## src/rtl/ppu_pkg.sv

```systemverilog
`default_nettype none

package ppu_pkg;

   // Bus access kinds
   typedef enum logic [1:0] {
      FUNC_WRITE  = 2'd0,
      FUNC_READ   = 2'd1,
      FUNC_STATUS = 2'd2,
      FUNC_NONE   = 2'd3
   } func_type;

   // Register numbers inside the eight-register window
   localparam logic [2:0] REG_CTRL0   = 3'd0;
   localparam logic [2:0] REG_CTRL1   = 3'd1;
   localparam logic [2:0] REG_STATUS  = 3'd2;
   localparam logic [2:0] REG_SPR_ADR = 3'd3;
   localparam logic [2:0] REG_SPR_DAT = 3'd4;
   localparam logic [2:0] REG_SCROLL  = 3'd5;
   localparam logic [2:0] REG_ADDRESS = 3'd6;
   localparam logic [2:0] REG_DATA    = 3'd7;

   // Video address step select and steps
   localparam int unsigned STEP_BIT   = 2;
   localparam logic [15:0] STEP_ROW   = 16'h0020;
   localparam logic [15:0] STEP_ONE   = 16'h0001;

   // Status bits that survive a status read
   localparam logic [7:0]  STATUS_KEEP = 8'h1F;

   // Video memory geometry: 16K bytes, with the 0x2000-0x2EFF window
   // also reachable through writes at 0x3000-0x3EFF
   localparam int unsigned VADDR_W    = 14;
   localparam int unsigned MIRROR_W   = 12;
   localparam logic [VADDR_W-1:0] NT_LO     = 14'h2000;
   localparam logic [VADDR_W-1:0] NT_HI     = 14'h2EFF;
   localparam logic [VADDR_W-1:0] MIRROR_LO = 14'h3000;
   localparam logic [VADDR_W-1:0] MIRROR_HI = 14'h3EFF;

   // Video memory access from the register logic
   typedef struct packed {
      logic               wr_en;
      logic               rd_en;
      logic [VADDR_W-1:0] addr;
      logic [7:0]         wdata;
   } vram_req_type;

   // One result item
   typedef struct packed {
      logic [7:0]  read_data;
      logic [15:0] current_address;
      logic [14:0] temp_address;
      logic [2:0]  fine_scroll_x;
      logic [7:0]  control0;
      logic [7:0]  control1;
   } result_type;

endpackage

`default_nettype wire

```

## src/rtl/ppu_rsp_skid.sv

```systemverilog
`default_nettype none

// Result register with a skid entry behind it
module ppu_rsp_skid (
   input  wire logic                clock,
   input  wire logic                reset,
   input  wire logic                in_transfer,
   input  wire ppu_pkg::result_type in_data,
   output logic                     in_ready,
   output logic                     out_valid,
   input  wire logic                out_ready,
   output ppu_pkg::result_type      out_data
);

   logic                out_valid_ff;
   logic                skid_valid_ff;
   ppu_pkg::result_type out_data_ff;
   ppu_pkg::result_type skid_data_ff;
   logic                out_free;

   assign in_ready  = ~skid_valid_ff;
   assign out_valid = out_valid_ff;
   assign out_data  = out_data_ff;
   assign out_free  = ~out_valid_ff | out_ready;

   // Control
   always_ff @(posedge clock) begin
      if (reset) begin
         out_valid_ff  <= 1'b0;
         skid_valid_ff <= 1'b0;
      end else if (out_free) begin
         out_valid_ff  <= skid_valid_ff | in_transfer;
         skid_valid_ff <= 1'b0;
      end else if (in_transfer) begin
         skid_valid_ff <= 1'b1;
      end
   end

   // Payload
   always_ff @(posedge clock) begin
      if (out_free) begin
         out_data_ff <= skid_valid_ff ? skid_data_ff : in_data;
      end
      if (!out_free && in_transfer) begin
         skid_data_ff <= in_data;
      end
   end

endmodule

`default_nettype wire

```

## config.mk

```make
export PLATFORM = sky130hd
export DESIGN_NAME = ppu_rsp_skid
export DESIGN_NICKNAME = d
export VERILOG_FILES = /design/src/rtl/ppu_pkg.sv /design/src/rtl/ppu_rsp_skid.sv
export SDC_FILE = /design/constraint.sdc
export NUM_CORES = 1
export LEC_CHECK = 0
export BUFFER_PORTS_ARGS = -buffer_cell sky130_fd_sc_hd__buf_4
export CAP_MARGIN = 10
export CORE_MARGIN = 5
export CORE_UTILIZATION = 30
export DETAILED_ROUTE_END_ITERATION = 8
export PLACE_DENSITY = 0.6
export SYNTH_ARGS = -nofsm -noshare
export SYNTH_HDL_FRONTEND = slang
export SYNTH_SLANG_ARGS = --single-unit
```

## constraint.sdc

```tcl
create_clock -name clock -period 9 [get_ports clock]
set_input_delay 0 -clock clock [delete_from_list [all_inputs] [get_ports clock]]
set_output_delay 0 -clock clock [all_outputs]
set_load 0.05 [all_outputs]
```

; Word-level counts from Yosys, hierarchy flattened
; Cells that the tools add are included.
[word_totals]
reg_bits = 118
elab_cells = 22
out_inout_bits = 60
[op_classes]
bitwise_logic = 4
reduce_logical = 3
mux = 1
[op_table]
columns = cell, count
row1 = 2-to-1 mux 58 bit, 1
row2 = inverter 1 bit, 2
row3 = OR 1 bit, 2
row4 = OR reduction 2 bit, 1
row5 = logical AND 1 bit, 1
row6 = zero test 1 bit, 1

; Longest topological paths before layout
[logic_depth]
depth_word = 4
ltp_mapped = 4
depth_no_buf = 2

; Worst setup path after synthesis
; OpenSTA, ideal clock, no wires.
[synth_timing]
path_kind = register to register
start = reg out_valid_ff, in the netlist out_valid
end = reg skid_data_ff[0] in the netlist's numbering (enable)
path_stages_with_launch = 3
synth_period_minus_slack_ns = 5.193
path_slack_ns = 3.807
arrival_time_ns = 4.719
setup_ns = 0.474
cell_sequence = dfxtp_1 > nand2b_1 > nor2_1
[synth_via]
elab_chain_len = 4
[synth_rtl]
columns = item, line
row1 = "start, declared", ppu_rsp_skid.sv:15  ; logic out_valid_ff;
row2 = "start signal, assigned", ppu_rsp_skid.sv:32  ; out_valid_ff <= skid_valid_ff | in_transfer;
row3 = inverter 1 bit, ppu_rsp_skid.sv:24  ; assign out_free = ~out_valid_ff | out_ready;
row4 = OR 1 bit, ppu_rsp_skid.sv:24
row5 = net out_free, ppu_rsp_skid.sv:19  ; logic out_free;
row6 = zero test 1 bit, ppu_rsp_skid.sv:44  ; if (!out_free && in_transfer) begin
row7 = logical AND 1 bit, ppu_rsp_skid.sv:44
row8 = "end signal, assigned", ppu_rsp_skid.sv:45  ; skid_data_ff <= in_data;
row9 = "end, declared", ppu_rsp_skid.sv:18  ; ppu_pkg::result_type skid_data_ff;
; The timed path passes the listed nets, and every way through them passes these cells.
; A chain may end at the register's enable or synchronous reset.

; Worst setup path after layout
[layout_timing]
start = reg out_valid_ff, in the netlist out_valid
end = reg skid_data_ff[43] in the netlist's numbering (enable)
; Same word-level chain as after synthesis.

==> impl_metrics.xml <==
<?xml version="1.0" encoding="UTF-8"?>
<metrics>
  <group name="status">
    <metric name="run_status" unit="">complete, no violations</metric>
  </group>
  <group name="pwr">
    <metric name="vdd.ir_drop.worst" unit="mV">0.1132</metric>
    <metric name="p_per_area" unit="mW/mm2">216.3</metric>
    <metric name="p_switching" unit="uW">343.6</metric>
    <metric name="combPwrFrac" unit="%">12.8</metric>
    <metric name="p_seq_share" unit="%">44.3</metric>
    <metric name="cellInternalPower" unit="mW">1.119</metric>
    <metric name="report.power.total" unit="mW">1.462</metric>
    <metric name="power_leakage" unit="nW">2.674</metric>
    <metric name="share_of_power_burned_in_the_clock_network" unit="%">42.9</metric>
    <metric name="power_switching_share" unit="%">23.50</metric>
  </group>
  <group name="drt">
    <metric name="route.antenna.remaining_nets" unit="">0</metric>
    <metric name="drc" unit="">0</metric>
    <metric name="initialDrtViolationCount" unit="">103</metric>
    <metric name="drtPass1Iterations" unit="">4</metric>
    <metric name="wl_per_cell" unit="um">15.34</metric>
    <metric name="route.final.wire_length" unit="um">9021</metric>
    <metric name="detailroute.via_count" unit="">2381</metric>
    <metric name="post_drt_via_cell_ratio" unit="">4.049</metric>
  </group>
  <group name="finish">
    <metric name="seq_area" unit="mm2">0.003527</metric>
    <metric name="layout_commonest_cell" unit="">sky130_fd_sc_hd__buf_4</metric>
    <metric name="final_core_utilization" unit="%">44.96</metric>
    <metric name="mostFrequentLayoutCells" unit="">122 x sky130_fd_sc_hd__buf_4, 116 x sky130_fd_sc_hd__edfxtp_1, 61 x sky130_fd_sc_hd__dlygate4sd3_1</metric>
    <metric name="post_layout_nonfiller_instances" unit="">588</metric>
    <metric name="nets" unit="">447</metric>
    <metric name="filler_cell_count" unit="">1297</metric>
    <metric name="drive_above_1_share" unit="%">52.51</metric>
    <metric name="multi_input_comb_area" unit="um2">909.6</metric>
    <metric name="area_growth" unit="%">48.33</metric>
    <metric name="stdcell_area" unit="mm2">0.006759</metric>
  </group>
  <group name="synthesis">
    <metric name="synth_nets" unit="">252</metric>
    <metric name="ys_ff_latch" unit="">118</metric>
    <metric name="syn_std_cell_area" unit="mm2">0.004557</metric>
    <metric name="synth_seq_area_share" unit="%">77.32</metric>
    <metric name="postSynthCellCount" unit="">190</metric>
    <metric name="yosysUniqueCellTypes" unit="">10</metric>
    <metric name="syn_area_per_cell" unit="um2">23.98</metric>
    <metric name="yosysWarnings" unit="">0</metric>
  </group>
  <group name="die">
    <metric name="fp.dieArea" unit="mm2">0.01775</metric>
    <metric name="io_pins" unit="">122</metric>
    <metric name="fp.dieH" unit="um">133.2</metric>
    <metric name="starting_density_of_the_core" unit="%">30.31</metric>
    <metric name="core_area" unit="mm2">0.01503</metric>
    <metric name="rows" unit="">45</metric>
    <metric name="floorplan.die.width" unit="um">133.2</metric>
  </group>
  <group name="global_route">
    <metric name="antenna_found_initial" unit="">2</metric>
    <metric name="total_routing_usage_gr" unit="%">10.44</metric>
    <metric name="grt_start_max_net_pins" unit="">62</metric>
    <metric name="grt_first_pass_wirelength" unit="um">14030</metric>
    <metric name="grt_overflow_total" unit="">0</metric>
    <metric name="number_of_global_route_vias_before_repair" unit="">2630</metric>
  </group>
  <group name="sta">
    <metric name="tns" unit="ns">0</metric>
    <metric name="timing.fmax" unit="MHz">391.6</metric>
    <metric name="timing.slew.headroom" unit="%">23.12</metric>
    <metric name="postLayoutSetupSlackWorst" unit="ns">6.446</metric>
    <metric name="final_hold_viol_count" unit="">0</metric>
    <metric name="timing.final.crit_period" unit="ns">2.554</metric>
    <metric name="slew_viol_final" unit="">0</metric>
    <metric name="final.hold.worst_slack" unit="ns">0.3199</metric>
    <metric name="grt_setup_unrepaired" unit="">false</metric>
    <metric name="final_min_period_over_clock_period" unit="%">28.37</metric>
    <metric name="worst_clock_skew" unit="ns">0.003813</metric>
    <metric name="finalSetupViolations" unit="">0</metric>
    <metric name="tightest_slew" unit="ns">1.153</metric>
  </group>
  <group name="clock_tree">
    <metric name="cts_tree" unit="">yes</metric>
    <metric name="clock_insertion_delay_worst_skew" unit="ns">0.40</metric>
    <metric name="post-cts-setup-buffers" unit="">0</metric>
    <metric name="clock_tree.htree_level_count" unit="">4</metric>
    <metric name="cts_resizes" unit="">0</metric>
    <metric name="cts_hold_buf" unit="">61</metric>
    <metric name="cts-root-to-sink-buffers" unit="">2</metric>
    <metric name="cts.clk_slew.worst_paths" unit="ns">0.05</metric>
    <metric name="clock_sinks" unit="">118</metric>
    <metric name="clk_root_buffer_cell" unit="">sky130_fd_sc_hd__clkbuf_16</metric>
    <metric name="tritoncts.num_buffers" unit="">17</metric>
  </group>
  <group name="worst_setup_path">
    <metric name="reg2reg_to" unit="">skid_data_ff[43]</metric>
    <metric name="critPathMaxStageDelay" unit="ns">0.73</metric>
    <metric name="cp.arrival" unit="ns">2.59</metric>
    <metric name="worstPathCellList" unit="">nand2b_4 -&gt; nor2_4 -&gt; buf_4</metric>
    <metric name="worstReg2RegStart" unit="">out_valid</metric>
    <metric name="reg2reg_depth" unit="">3</metric>
    <metric name="cp.buffers_inverters" unit="">1</metric>
    <metric name="cp-start-kind" unit="">flip-flop</metric>
    <metric name="critPathMaxFanout" unit="">61</metric>
    <metric name="cp.required" unit="ns">9.04</metric>
    <metric name="critical_path.slowest_cell" unit="">sky130_fd_sc_hd__nor2_4</metric>
    <metric name="timing.critical_path.depth" unit="">3</metric>
    <metric name="critPathKind" unit="">reg2reg</metric>
    <metric name="internal_reg_to_reg_setup_slack" unit="ns">6.45</metric>
    <metric name="end_kind" unit="">flip-flop</metric>
    <metric name="crit_start" unit="">out_valid</metric>
    <metric name="critPathTopFamily" unit="">simple AND/OR/NAND/NOR gates</metric>
  </group>
  <group name="placement">
    <metric name="gpl_wtd_cong" unit="">0.6669</metric>
    <metric name="dpl-instance-area" unit="mm2">0.005595</metric>
    <metric name="post-dp-hpwl" unit="um">5557</metric>
    <metric name="placement.io_buffers" unit="">121</metric>
    <metric name="placement.setup.worst_slack" unit="ns">6.324</metric>
    <metric name="place_inst" unit="">493</metric>
  </group>
  <group name="min_path">
    <metric name="worstHoldPathType" unit="">in2reg</metric>
    <metric name="hold_path.startpoint" unit="">in_data[50]</metric>
    <metric name="worstHoldPathCells" unit="">2</metric>
    <metric name="hold_path_end" unit="">skid_data_ff[50]</metric>
  </group>
  <group name="job">
    <metric name="maxCapViolCount" unit="">0</metric>
  </group>
</metrics>
[power groups by stage]
stage          sequential [mW]  combinational (mW)  clock (mW)
2_1_floorplan            0.729              0.0356           0
6_report                 0.648               0.188       0.627
3_5_place_dp             0.659               0.168           0
4_1_cts                  0.648               0.190       0.645
3_3_place_gp             0.658               0.166           0
5_1_grt                  0.650               0.197       0.670
[layout make-up]
type / instances / area share [%]
clock inverter: 12 / 1.648
clock buffer: 20 / 6.461
inverter: 2 / 0.1111
sequential: 118 / 52.18
multi-input combinational: 63 / 13.46
timing repair buffer: 183 / 22.58
tap: 188 / 3.480
antenna: 2 / 0.07405
[cells by family after synthesis]
family                 count (synthesis)  synth area share [%]
and+or+nand+nor                        4                0.4119
AOI/OAI and AO/OA                      1                0.1097
muxes                                 58                 19.11
buffers and inverters                  9                 3.048
DFF                                  118                 77.32
[worst reg2reg max path, delay by kind of cell (launching register included)]
family,cells,cell delay (ns)
DFF,1,0.38
buffers and inverters,1,0.57
and+or+nand+nor,2,1.22
[layer usage]
layer | global-route usage [%] | part of all wire (%) | vias to the layer above
li1 | - | - | 1149
met3 | 4.494 | 6.1 | 12
met2 | 16.76 | 48 | 69
met1 | 12.30 | 44 | 1151
met4 | 4.457 | 1.8 | 0
met5 | 0 | 0 | -
[how the worst max path moves through the flow]
stage / end / slack (ns)
final: skid_data_ff[43] / 6.45
after CTS: skid_data_ff[43] / 6.31
after floorplan: skid_data_ff[0] / 3.81
after global placement: skid_data_ff[37] / 6.45
after detailed placement: skid_data_ff[48] / 6.32
after global routing: skid_data_ff[23] / 6.18
[Yosys cell counts (all sizes together)]
master | number | area share (%)
edfxtp | 116 | 76
mux2 | 58 | 19
nor3 | 1 | 0.11
a21oi | 1 | 0.11
nor2 | 2 | 0.16
dfxtp | 2 | 0.88
inv | 2 | 0.16
nand2b | 1 | 0.14
buf | 7 | 2.9
[flip-flops by register name, indices dropped and copies added (netlist names)]
signal / cells
skid_valid_ff: 1
skid_data_ff: 58
out_valid: 1
out_data: 58
No activity file was read; power rests on OpenSTA's default activity.
