[src/rtl/ppu_pkg.sv]
`default_nettype none

package ppu_pkg;

   // Bus access kinds
   typedef enum logic [1:0] {
      FUNC_WRITE  = 2'd0,
      FUNC_READ   = 2'd1,
      FUNC_STATUS = 2'd2,
      FUNC_NONE   = 2'd3
   } func_type;

   // Register numbers inside the eight-register window
   localparam logic [2:0] REG_CTRL0   = 3'd0;
   localparam logic [2:0] REG_CTRL1   = 3'd1;
   localparam logic [2:0] REG_STATUS  = 3'd2;
   localparam logic [2:0] REG_SPR_ADR = 3'd3;
   localparam logic [2:0] REG_SPR_DAT = 3'd4;
   localparam logic [2:0] REG_SCROLL  = 3'd5;
   localparam logic [2:0] REG_ADDRESS = 3'd6;
   localparam logic [2:0] REG_DATA    = 3'd7;

   // Video address step select and steps
   localparam int unsigned STEP_BIT   = 2;
   localparam logic [15:0] STEP_ROW   = 16'h0020;
   localparam logic [15:0] STEP_ONE   = 16'h0001;

   // Status bits that survive a status read
   localparam logic [7:0]  STATUS_KEEP = 8'h1F;

   // Video memory geometry: 16K bytes, with the 0x2000-0x2EFF window
   // also reachable through writes at 0x3000-0x3EFF
   localparam int unsigned VADDR_W    = 14;
   localparam int unsigned MIRROR_W   = 12;
   localparam logic [VADDR_W-1:0] NT_LO     = 14'h2000;
   localparam logic [VADDR_W-1:0] NT_HI     = 14'h2EFF;
   localparam logic [VADDR_W-1:0] MIRROR_LO = 14'h3000;
   localparam logic [VADDR_W-1:0] MIRROR_HI = 14'h3EFF;

   // Video memory access from the register logic
   typedef struct packed {
      logic               wr_en;
      logic               rd_en;
      logic [VADDR_W-1:0] addr;
      logic [7:0]         wdata;
   } vram_req_type;

   // One result item
   typedef struct packed {
      logic [7:0]  read_data;
      logic [15:0] current_address;
      logic [14:0] temp_address;
      logic [2:0]  fine_scroll_x;
      logic [7:0]  control0;
      logic [7:0]  control1;
   } result_type;

endpackage

`default_nettype wire

[src/rtl/ppu_regs.sv]
`default_nettype none

// Register file of the port: control, status, scroll/address latches,
// toggles and video address. Works out the result of one transfer.
module ppu_regs (
   input  wire logic                  clock,
   input  wire logic                  reset,
   input  wire logic                  accept,
   input  wire logic [1:0]            func,
   input  wire logic [2:0]            reg_index,
   input  wire logic [7:0]            write_data,
   input  wire logic [7:0]            buffer_data,
   output ppu_pkg::vram_req_type      vram_req,
   output ppu_pkg::result_type        result
);

   logic [7:0]  ctrl0_ff,    ctrl0_in;
   logic [7:0]  ctrl1_ff,    ctrl1_in;
   logic [7:0]  status_ff,   status_in;
   logic [14:0] latch_ff,    latch_in;
   logic [15:0] vaddr_ff,    vaddr_in;
   logic [2:0]  fine_x_ff,   fine_x_in;
   logic        scroll_t_ff, scroll_t_in;
   logic        addr_t_ff,   addr_t_in;

   logic [15:0] step;
   logic [7:0]  rd_data;
   logic        is_write;
   logic        is_read;

   assign step     = ctrl0_ff[ppu_pkg::STEP_BIT] ? ppu_pkg::STEP_ROW : ppu_pkg::STEP_ONE;
   assign is_write = accept && (func == ppu_pkg::FUNC_WRITE);
   assign is_read  = accept && (func == ppu_pkg::FUNC_READ);

   // Next state for this transfer
   always_comb begin
      ctrl0_in    = ctrl0_ff;
      ctrl1_in    = ctrl1_ff;
      status_in   = status_ff;
      latch_in    = latch_ff;
      vaddr_in    = vaddr_ff;
      fine_x_in   = fine_x_ff;
      scroll_t_in = scroll_t_ff;
      addr_t_in   = addr_t_ff;
      rd_data     = '0;
      vram_req    = '{wr_en: 1'b0, rd_en: 1'b0,
                      addr: vaddr_ff[ppu_pkg::VADDR_W-1:0], wdata: write_data};

      if (is_write) begin
         case (reg_index)
            ppu_pkg::REG_CTRL0: begin
               ctrl0_in        = write_data;
               latch_in[11:10] = write_data[1:0];
            end
            ppu_pkg::REG_CTRL1: begin
               ctrl1_in = write_data;
            end
            ppu_pkg::REG_SCROLL: begin
               if (scroll_t_ff) begin
                  latch_in = {write_data[2:0], latch_ff[11:10], write_data[7:3],
                              latch_ff[4:0]};
               end else begin
                  latch_in[4:0] = write_data[7:3];
                  fine_x_in     = write_data[2:0];
               end
               scroll_t_in = ~scroll_t_ff;
            end
            ppu_pkg::REG_ADDRESS: begin
               if (addr_t_ff) begin
                  latch_in = {latch_ff[14:8], write_data};
                  vaddr_in = {1'b0, latch_ff[14:8], write_data};
               end else begin
                  latch_in = {1'b0, write_data[5:0], latch_ff[7:0]};
               end
               addr_t_in = ~addr_t_ff;
            end
            ppu_pkg::REG_DATA: begin
               vram_req.wr_en = 1'b1;
               vaddr_in       = vaddr_ff + step;
            end
            default: begin
               // status is read-only; sprite address and data have no
               // read path on this port
            end
         endcase
      end else if (is_read) begin
         case (reg_index)
            ppu_pkg::REG_STATUS: begin
               rd_data     = status_ff;
               status_in   = status_ff & ppu_pkg::STATUS_KEEP;
               scroll_t_in = 1'b0;
               addr_t_in   = 1'b0;
            end
            ppu_pkg::REG_DATA: begin
               rd_data        = buffer_data;
               vram_req.rd_en = 1'b1;
               vaddr_in       = vaddr_ff + step;
            end
            default: begin
            end
         endcase
      end else if (accept && (func == ppu_pkg::FUNC_STATUS)) begin
         status_in = write_data;
      end
   end

   // Result of the transfer, taken from the updated state
   always_comb begin
      result.read_data       = rd_data;
      result.current_address = vaddr_in;
      result.temp_address    = latch_in;
      result.fine_scroll_x   = fine_x_in;
      result.control0        = ctrl0_in;
      result.control1        = ctrl1_in;
   end

   always_ff @(posedge clock) begin
      if (reset) begin
         ctrl0_ff    <= '0;
         ctrl1_ff    <= '0;
         status_ff   <= '0;
         latch_ff    <= '0;
         vaddr_ff    <= '0;
         fine_x_ff   <= '0;
         scroll_t_ff <= 1'b0;
         addr_t_ff   <= 1'b0;
      end else begin
         ctrl0_ff    <= ctrl0_in;
         ctrl1_ff    <= ctrl1_in;
         status_ff   <= status_in;
         latch_ff    <= latch_in;
         vaddr_ff    <= vaddr_in;
         fine_x_ff   <= fine_x_in;
         scroll_t_ff <= scroll_t_in;
         addr_t_ff   <= addr_t_in;
      end
   end

endmodule

`default_nettype wire

[config.mk]
export PLATFORM = sky130hd
export DESIGN_NAME = ppu_regs
export DESIGN_NICKNAME = d
export VERILOG_FILES = /design/src/rtl/ppu_pkg.sv /design/src/rtl/ppu_regs.sv
export SDC_FILE = /design/constraint.sdc
export NUM_CORES = 1
export LEC_CHECK = 0
export BUFFER_PORTS_ARGS = -buffer_cell sky130_fd_sc_hd__buf_4
export CELL_PAD_IN_SITES_DETAIL_PLACEMENT = 0
export CELL_PAD_IN_SITES_GLOBAL_PLACEMENT = 1
export CORE_ASPECT_RATIO = 0.7
export CORE_MARGIN = 2
export CORE_UTILIZATION = 38
export DETAILED_ROUTE_END_ITERATION = 8
export GPL_ROUTABILITY_DRIVEN = 0
export GPL_TIMING_DRIVEN = 0
export PLACE_DENSITY_LB_ADDON = 0.1
export SLEW_MARGIN = 25
export SYNTH_ARGS = -nofsm -noshare
export SYNTH_HDL_FRONTEND = slang
export SYNTH_SLANG_ARGS = --single-unit
export TNS_END_PERCENT = 50
[constraint.sdc]
create_clock -name clock -period 2.24 [get_ports clock]
set_clock_uncertainty 0.1 [all_clocks]
set_input_delay 0.224 -clock clock [delete_from_list [all_inputs] [get_ports clock]]
set_output_delay 0.224 -clock clock [all_outputs]
set_load 0.02 [all_outputs]
* Word-level counts from Yosys, hierarchy flattened
Index checks and enable logic that the tools add are counted.
** Storage, ports and cells
- Bits in registers :: 60
- Input port bits :: 24
- Word-level logic and storage cells :: 72
** Cells by class
- Add/subtract/negate cells :: 1
- Equality and inequality tests :: 10
- Muxes and demuxes :: 36
- Bitwise gates (word level) :: 4
- Reduce and logical (&&, ||, !) cells :: 12
** Operators with widths (number)
- 8-bit 2-to-1 mux :: 9
- 16-bit 2-to-1 mux :: 4
- 16-bit one-hot mux with 2 select lines :: 1
- 15-bit 2-to-1 mux :: 2
- 10-bit one-hot mux with 2 select lines :: 1
- 16-bit by 6-bit adder with 16-bit output :: 1
- 8-bit one-hot mux with 2 select lines :: 1
- 3-bit AND reduction :: 4
- 1-bit 2-to-1 mux :: 10
- 10-bit 2-to-1 mux :: 1
- 3-bit equality test (second input constant) :: 3
- 3-bit 2-to-1 mux :: 3
- 6-bit 2-to-1 mux :: 1
- 2-bit by 1-bit != test with 1-bit output (second input constant) :: 3
- 2-bit one-hot mux with 3 select lines :: 1
- 3-bit one-hot mux with 2 select lines :: 1
- 2-bit nonzero test :: 3
- 5-bit 2-to-1 mux :: 1
- 1-bit inverter :: 4
- 3-bit by 1-bit equality test with 1-bit output (second input constant) :: 1
- 3-bit by 2-bit equality test with 1-bit output (second input constant) :: 1
- 1-bit logical AND :: 3
- 3-bit logical NOT :: 1
- 2-bit by 1-bit equality test with 1-bit output (second input constant) :: 1
- other kinds (2) :: 2

* Logic depth before layout (Yosys ltp)
Gate-level depths: netlist of the first run.
- Depth after elaboration :: 5
- Gate-level depth with buffers :: 8
- Depth with buffers taken out :: 8

* Worst setup path before layout of the first run
OpenSTA, ideal clock, no wires.
- Path type :: reg2out
- Start point :: reg vaddr_ff[0]
- End point :: out result[40] (netlist name)
- Arrival :: 1772 ps
- Slack :: 144 ps
- Cell stages (with the launch flop) :: 8
- Path buffers :: 0
- Cells stage by stage :: dfxtp_1 ha_1 ha_1 nand3_1 o21bai_1 mux2_2 a21oi_1 nor2_1
** RTL lines
- start: declaration :: RTL line ppu_regs.sv:21 : logic [15:0] vaddr_ff, vaddr_in;
- start signal: assignment :: RTL line ppu_regs.sv:132 : vaddr_ff <= vaddr_in;
- end: declaration :: RTL line ppu_regs.sv:14 : output ppu_pkg::result_type result

==> metrics.txt, run 1 <==
status=complete, but fails checks; failing checks=setup timing; Setup crit end=result[48]; Avg Synthesized Cell Area=8.13 um^2; DIE AREA=10,400 um^2; initial drt markers=325; clk slew on worst S/H paths=0.06 ns; Die Span Y=86.0 um; vias in the first global route=3,530; largest net degree at the start of global routing=13; latest clock arrival within the worst-skew pair=0.34 ns; Final Max Slew Viols=0; # nets final=598; crit path capture type=primary output; cell depth of the worst setup path=9; synth top area cells=dfxtp_1 33%, nor2b_1 7.2%, mux2_2 5.2%; Post-Layout Inst Area=5310 um^2; row count=29; area leader, netlist=dfxtp_1; number of flops mapped to enable cells by yosys=0; crit-path max FO=4; DRT Pass-1 Iters=6; HPWL Detailed=9410 um; Root Driver=clkbuf_16; Slew HR=48.7%; share of the clock period used by the worst path=110%; TritonCTS Buffers=9; wire per inst=19.3 um; routed vias=4,007; Max-Cap Viols=0; utilization after layout=57.6%; reg-to-reg slack, setup=0.03 ns; Final ANT Viol Nets=0; r2r startpoint=ctrl0_ff[2]$_SDFF_PP0_; routed vias/inst=5.72; io pins=106; hold_buf cts=0; Syn. warnings=0; Max stage delay cell, worst path=dfxtp_4; Cell Chain, Critical Path=inv_2 -> ha_4 -> ha_4 -> and3_4 -> a31oi_4 -> nor3b_2 -> mux2i_1 -> nand2_1 -> buf_6; post-route setup TNS=-1.51 ns; register area share after synthesis=32.9%; Buf/Inv on CP=2; H-tree levels=3; clock buffer depth=2; Critical Path Max Stage Delay=0.36 ns; port bufs=100; peak supply drop=413 uV; unrepaired setup endpoints after global routing=true; Most Frequent Cell on Critical Path=ha_4; layout cell share with drive strength beyond 1=40.6%; Pleak=0.00229 uW; synthesis-stage register bit count=60; most frequent cell after synthesis=dfxtp_1; top-area cell type share of the netlist area=32.9%; Hold Path Class=in -> reg; Critical Path Start Type=flip-flop; fin cells=700; Crit. Startpoint=ctrl0_ff[2]$_SDFF_PP0_; wirelength, routed=13,500 um; CTS tree=built; post-synth cell types=58; hold path startpoint=write_data[2]; Pwr Total=2950 uW; Fmax=0.406 GHz; Initial Util=39.6%; clk sink count=60; antenna violations before repair=0; Inst Count DP=673; kind of critical path=reg -> out; Setup Viol. Count Final=14; cells after synthesis=449; core area=9220 um^2; Worst EP required=1.92 ns; CP delay by family, top=simple AND/OR/NAND/NOR gates; cell area after synthesis=3650 um^2; syn_nets=476; placed cell area=4560 um^2; Top FF cell, synth=dfxtp_1; die extent in x=121 um; Worst Reg2Reg Path Length in Cells=7; # DRC=0; first-pass GRT wire length=20,500 um; gr usage total=26.1%; Synth top cells by count=60 x dfxtp_1, 42 x nor2b_1, 40 x nand2_1, 29 x a21oi_1, 28 x nor2_1; Pwr Density=555 nW/um^2; number of antenna diodes=0; Area Growth Syn to Fin=45.4%; worst r2r dst=vaddr_ff[11]$_SDFF_PP0_; FFs w/ async S/R, synth=0%; Hold Vio Cnt, Final=0; Least-Margin Pin Slew=0.769 ns; total grt overflow=0; CP Data Arrival Time=2.14 ns; Final min period=2.47 ns; setup ws final=-0.226 ns
==> worst min-delay path, stage by stage <==
cell and delay, ns:
buf_4 0.16, nand2_1 0.07, a21oi_1 0.05
==> cell type report <==
class                      count  area, um^2
sequential                    60        1210
tap                          124         155
timing repair buffer         113         902
fill                         859        3910
clock inverter                 7        98.8
multi-input combinational    329        2360
buffer                        50         323
inverter                       8        32.5
clock buffer                   9         225
==> timing repair <==
item,in CTS,in global routing
setup buffers,11,6
pin swaps,10,16
gates resized for setup,59,36
setup endpoints to repair,53,46
==> logic make-up (layout without fill, tap and decap cells) <==
kind of cell | count (synthesis) | after routing | share of synthesized area, %
xor+xnor | 2 | 2 | 0.480
flops | 60 | 60 | 32.9
compound gates | 114 | 114 | 21.6
simple gates | 181 | 181 | 26.4
mux | 29 | 29 | 8.53
fa+ha+maj | 3 | 3 | 1.03
buf+inv | 60 | 187 | 9.08
==> through the flow <==
stage	setup WS, ns	hold WS (ns)
final	-0.226	0.109
after global routing	-0.290	0.111
after CTS	-0.197	0.103
after detailed placement	-0.555	0.349
after global placement	-0.564	0.347
after floorplan	0.144	0.260
==> metal layers <==
metal  GRT usage (%)  vias up  part of all wire (%)
met5               0        -                     0
met4            7.31        0                   1.5
met3            5.52       19                   8.7
met2            35.7      199                    40
met1            40.4     1931                    50
li1                -     1858                     -
==> report_power, final <==
part           total (uW)  internal [uW]  switching [uW]
sequential           1090           1080            9.84
clock                1530            979             550
combinational         331            126             205
==> how the worst min path moves through the flow <==
| stage | slack, ns | cells after the start | end |
|---|---|---|---|
| finish | 0.11 | 3 | status_ff[2]$_SDFFE_PP0P_ |
| CTS | 0.10 | 3 | status_ff[2]$_SDFFE_PP0P_ |
| detailed placement | 0.35 | 2 | status_ff[3]$_SDFFE_PP0P_ |
| floorplan | 0.26 | 2 | status_ff[0]$_SDFFE_PP0P_ |
| global route | 0.11 | 3 | status_ff[2]$_SDFFE_PP0P_ |
| global placement | 0.35 | 2 | status_ff[0]$_SDFFE_PP0P_ |
==> sequential cells by signal (all words and copies together) (netlist names) <==
signal       count
fine_x_ff        3
ctrl0_ff         8
ctrl1_ff         8
status_ff        8
vaddr_ff        16
scroll_t_ff      1
latch_ff        15
addr_t_ff        1
==> layout by cell type (no fill, tap or decap), types with 6 or more instances in the layout <==
cell type	netlist	layout
buf_4	22	124
dfxtp_1	60	55
nor2b_1	42	41
nand2_1	40	39
a21oi_1	29	26
nor2_1	28	25
mux2_2	17	16
buf_6	2	15
nand3_1	21	15
clkbuf_1	20	11
o21ai_0	17	11
mux2i_1	12	11
a221o_1	10	10
a31oi_1	11	10
a22o_1	9	9
nor3_1	12	9
clkbuf_16	0	9
inv_1	7	6
and3_1	7	6
a22oi_1	6	6
No activity file was read; power rests on OpenSTA's default activity.
==> inputs of run 2 (changes only) <==
- CORE_UTILIZATION: 38 -> 39
- CTS_BUF_LIST: not set -> sky130_fd_sc_hd__clkbuf_2 sky130_fd_sc_hd__clkbuf_4 sky130_fd_sc_hd__clkbuf_8
- GPL_ROUTABILITY_DRIVEN: 0 -> not set
==> metrics.txt, run 2 (same netlist as run 1, synthesis figures left out) <==
wirelength, routed=13,200 um; largest net degree at the start of global routing=13; post-route setup TNS=-2.43 ns; latest clock arrival within the worst-skew pair=0.36 ns; Buf/Inv on CP=2; setup ws final=-0.257 ns; DRT Pass-1 Iters=6; Critical Path Start Type=flip-flop; Final min period=2.50 ns; unrepaired setup endpoints after global routing=true; Seq. cell area=1210 um^2; peak supply drop=291 uV; CTS tree=built; utilization after layout=57.6%; layout cell share with drive strength beyond 1=40.6%; filler cell count=892; Pwr Total=2540 uW; initial drt markers=345; Fmax=0.401 GHz; Hold Vio Cnt, Final=0; antenna violations before repair=0; CP Data Arrival Time=2.17 ns; routed vias/inst=5.69; clk slew on worst S/H paths=0.08 ns; Critical Path Max Stage Delay=0.37 ns; total grt overflow=0; Least-Margin Pin Slew=0.787 ns; row count=29; port bufs=100; TritonCTS Buffers=9; Max-Cap Viols=0; crit path capture type=primary output; gr usage total=26.0%; CP delay by family, top=compound AO/OA/AOI/OAI gates; clk sink count=60; Final ANT Viol Nets=0; biggest registers after layout=vaddr_ff (16), latch_ff (15); Final Max Slew Viols=0; Hold Path Class=in -> reg; Area Growth Syn to Fin=43.0%; most frequent cells in the layout=127 x buf_4, 56 x dfxtp_1, 41 x nor2b_1; wire per inst=18.8 um; core area=9070 um^2; share of the clock period used by the worst path=111%; HPWL Detailed=9320 um; crit-path max FO=7; failing checks=setup timing; Max stage delay cell, worst path=dfxtp_4; Largest Register=vaddr_ff; first-pass GRT wire length=20,200 um; routed vias=3,988; status=complete, but fails checks; H-tree levels=3; hold slack=0.0798 ns; Initial Util=40.3%; Multi-input gate area=2360 um^2; Slew HR=47.6%; Root Driver=clkbuf_8; vias in the first global route=3,660; number of antenna diodes=0; clock buffer depth=2; kind of critical path=reg -> out; Setup Viol. Count Final=13; routability cong.=0.920; # DRC=0; Die Span Y=85.0 um; Pleak=0.00225 uW; # nets final=599; Worst EP required=1.92 ns; io pins=106; Pwr Density=486 nW/um^2; max reg flops=16; DIE AREA=10,200 um^2; Cell Chain, Critical Path=inv_2 -> ha_4 -> nand4_1 -> o21ba_4 -> mux2i_1 -> nor3_2 -> a211oi_2 -> buf_4; commonest non-fill, non-tap cell in the layout=buf_4; die extent in x=120 um
[run 2: layout make-up]
class | instances | share of cell area (%)
multi-input combinational | 329 | 45.2
sequential | 60 | 23.2
timing repair buffer | 115 | 17.5
buffer | 49 | 6.18
tap | 124 | 2.97
clock buffer | 9 | 2.37
clock inverter | 7 | 1.89
inverter | 8 | 0.671
[run 2: through the flow]
| stage | setup slack, ns | instances | area (um^2) |
|---|---|---|---|
| 6_report | -0.257 | 701 | 5220 |
| 5_1_grt | -0.368 | 701 | 5220 |
| 4_1_cts | -0.213 | 695 | 5040 |
| 3_5_place_dp | -0.524 | 673 | 4560 |
| 3_3_place_gp | -0.545 | 673 | 4560 |
| 2_1_floorplan | 0.144 | 449 | 3650 |
[run 2: what timing repair did]
action,CTS,global route
cloned,0,0
gates resized for setup,57,39
pin swaps,14,10
buffers inserted,8,7
hold buffers,0,0
endpoints found under the setup margin,53,58
[run 2: path summary, 6_finish.rpt]
| check | depth (start not counted) | startpoint | slack, ns | endpoint |
|---|---|---|---|---|
| setup / recovery | 8 | ctrl0_ff[2]$_SDFF_PP0_ | -0.26 | result[45] |
| hold / removal | 3 | write_data[2] | 0.08 | status_ff[2]$_SDFFE_PP0P_ |
| setup reg to reg | 7 | ctrl0_ff[2]$_SDFF_PP0_ | 0.05 | vaddr_ff[11]$_SDFF_PP0_ |
| hold reg to reg | 2 | status_ff[4]$_SDFFE_PP0P_ | 0.36 | status_ff[4]$_SDFFE_PP0P_ |
[run 2: routing by layer]
layer  GRT usage (%)  vias up  wire, um
li1                -     1852         -
met1            39.5     1895      6360
met2            37.0      219      5440
met3            5.31       22      1210
met4            6.95        0       150
met5               0        -         0
[run 2: worst register-to-register path, cell delays in order, from the launching register on]
cell	delay (ns)
dfxtp_4	0.37
inv_2	0.06
ha_4	0.15
nand4_1	0.24
o21ba_4	0.32
mux2i_1	0.20
nor3_2	0.07
a2111oi_1	0.51
[run 2: where the power goes]
part / leakage [uW] / switching (uW) / internal [uW]
Sequential: 0.000487 / 9.92 / 1080
Clock: 0.000110 / 488 / 631
Combinational: 0.00165 / 203 / 129
Total: 0.00225 / 701 / 1840
==> inputs of run 3 (changes only) <==
- clock period: 2.24 -> 2.3 ns (I/O delays scaled with it)
==> metrics.txt, run 3 (same netlist as run 1, synthesis figures left out) <==
Worst Reg2Reg Path Length in Cells=6; clk slew on worst S/H paths=0.08 ns; Max-Cap Viols=0; r2r startpoint=vaddr_ff[2]$_SDFF_PP0_; Final Max Slew Viols=0; routed vias/inst=5.63; # nets final=600; Final ANT Viol Nets=0; Largest Register=vaddr_ff; Multi-input gate area=2320 um^2; # DRC=0; Post-Layout Inst Area=5160 um^2; layout cell share with drive strength beyond 1=39.4%; number of antenna diodes=0; latest clock arrival within the worst-skew pair=0.36 ns; Pwr Density=480 nW/um^2; share of the clock period used by the worst path=110%; port bufs=100; DRT Pass-1 Iters=5; Initial Util=40.3%; crit path capture type=primary output; Pwr Total=2480 uW; Final min period=2.53 ns; DIE AREA=10,200 um^2; post-route setup TNS=-2.07 ns; max reg flops=16; most frequent cells in the layout=130 x buf_4, 56 x dfxtp_1, 41 x nor2b_1; hold path cells=3; Critical Path Start Type=flip-flop; Pleak=0.00224 uW; failing checks=setup timing; Place WS=-0.476 ns; Fmax=0.395 GHz; Seq. cell area=1210 um^2; filler cell count=899; Hold EP=status_ff[2]$_SDFFE_PP0P_; antenna violations before repair=0; status=complete, but fails checks; total grt overflow=0; Worst EP required=1.97 ns; vias in the first global route=3,652; wire per inst=18.7 um; gr usage total=26.0%; hold slack=0.0853 ns; row count=29; biggest registers after layout=vaddr_ff (16), latch_ff (15); clk sink count=60; worst r2r dst=vaddr_ff[11]$_SDFF_PP0_; Root Driver=clkbuf_8; unrepaired setup endpoints after global routing=true; initial drt markers=335; wirelength, routed=13,100 um; Die Span Y=85.0 um; routability cong.=0.920; Slew HR=47.7%; Least-Margin Pin Slew=0.785 ns; TritonCTS Buffers=9; Setup Viol. Count Final=14; commonest non-fill, non-tap cell in the layout=buf_4; core area=9070 um^2; peak supply drop=286 uV; hold path startpoint=write_data[2]; routed vias=3,951; kind of critical path=reg -> out; largest net degree at the start of global routing=13; CTS tree=built; Area Growth Syn to Fin=41.2%; hold_buf cts=0; reg-to-reg slack, setup=-0.06 ns; setup ws final=-0.234 ns; Hold Path Class=in -> reg; Hold Vio Cnt, Final=0; io pins=106; first-pass GRT wire length=20,200 um; crit-path max FO=9; placed cell area=4560 um^2; H-tree levels=3; CP Data Arrival Time=2.20 ns; clock buffer depth=2; die extent in x=120 um; HPWL Detailed=9320 um
run 3: worst max path at each step:
stage / start / endpoint / slack, ns / depth (start not counted)
6_report: vaddr_ff[2]$_SDFF_PP0_ / result[45] / -0.23 / 7
5_1_grt: ctrl0_ff[2]$_SDFF_PP0_ / result[48] / -0.31 / 9
4_1_cts: ctrl0_ff[2]$_SDFF_PP0_ / result[45] / -0.16 / 8
3_5_place_dp: func[1] / result[44] / -0.48 / 8
3_3_place_gp: accept / result[44] / -0.50 / 8
2_1_floorplan: vaddr_ff[0]$_SDFF_PP0_ / result[40] / 0.20 / 7
run 3: area by class of cell:
| type | count | area share, % |
|---|---|---|
| Multi-Input combinational cell | 329 | 45.0 |
| Sequential cell | 60 | 23.5 |
| Timing Repair Buffer | 115 | 17.2 |
| Buffer | 50 | 6.26 |
| Tap cell | 124 | 3.01 |
| Clock buffer | 9 | 2.40 |
| Clock inverter | 7 | 1.92 |
| Inverter | 8 | 0.679 |
run 3: through the flow:
step                      utilization, %  std cells
after detailed placement            50.2        673
final                               56.9        702
after global placement              50.2        673
after global routing                56.9        702
after CTS                           55.3        693
after floorplan                        -        449
run 3: power by group:
group          switching, uW  internal (uW)
registers               9.68           1050
logic                    196            123
clock network            482            615
total                    688           1790
run 3: what timing repair did:
item | CTS | global route
pin swaps | 12 | 7
endpoints found under the hold margin | 0 | 0
endpoints found under the setup margin | 52 | 55
gates resized for setup | 51 | 28
setup buffers | 6 | 9
run 3: worst max-delay path: stages, from the launching register on:
cell      delay [ns]
dfxtp_1         0.35
buf_2           0.23
nand4_1         0.27
o21ba_4         0.33
mux2i_1         0.19
nor3_2          0.07
a211oi_2        0.22
buf_4           0.18
run 3: routing by layer:
metal / up-vias / GRT usage (%) / part of all wire [%]
li1: 1848 / - / -
met1: 1895 / 39.3 / 49
met2: 193 / 37.1 / 41
met3: 15 / 5.51 / 9.1
met4: 0 / 6.84 / 1.1
met5: - / 0 / 0
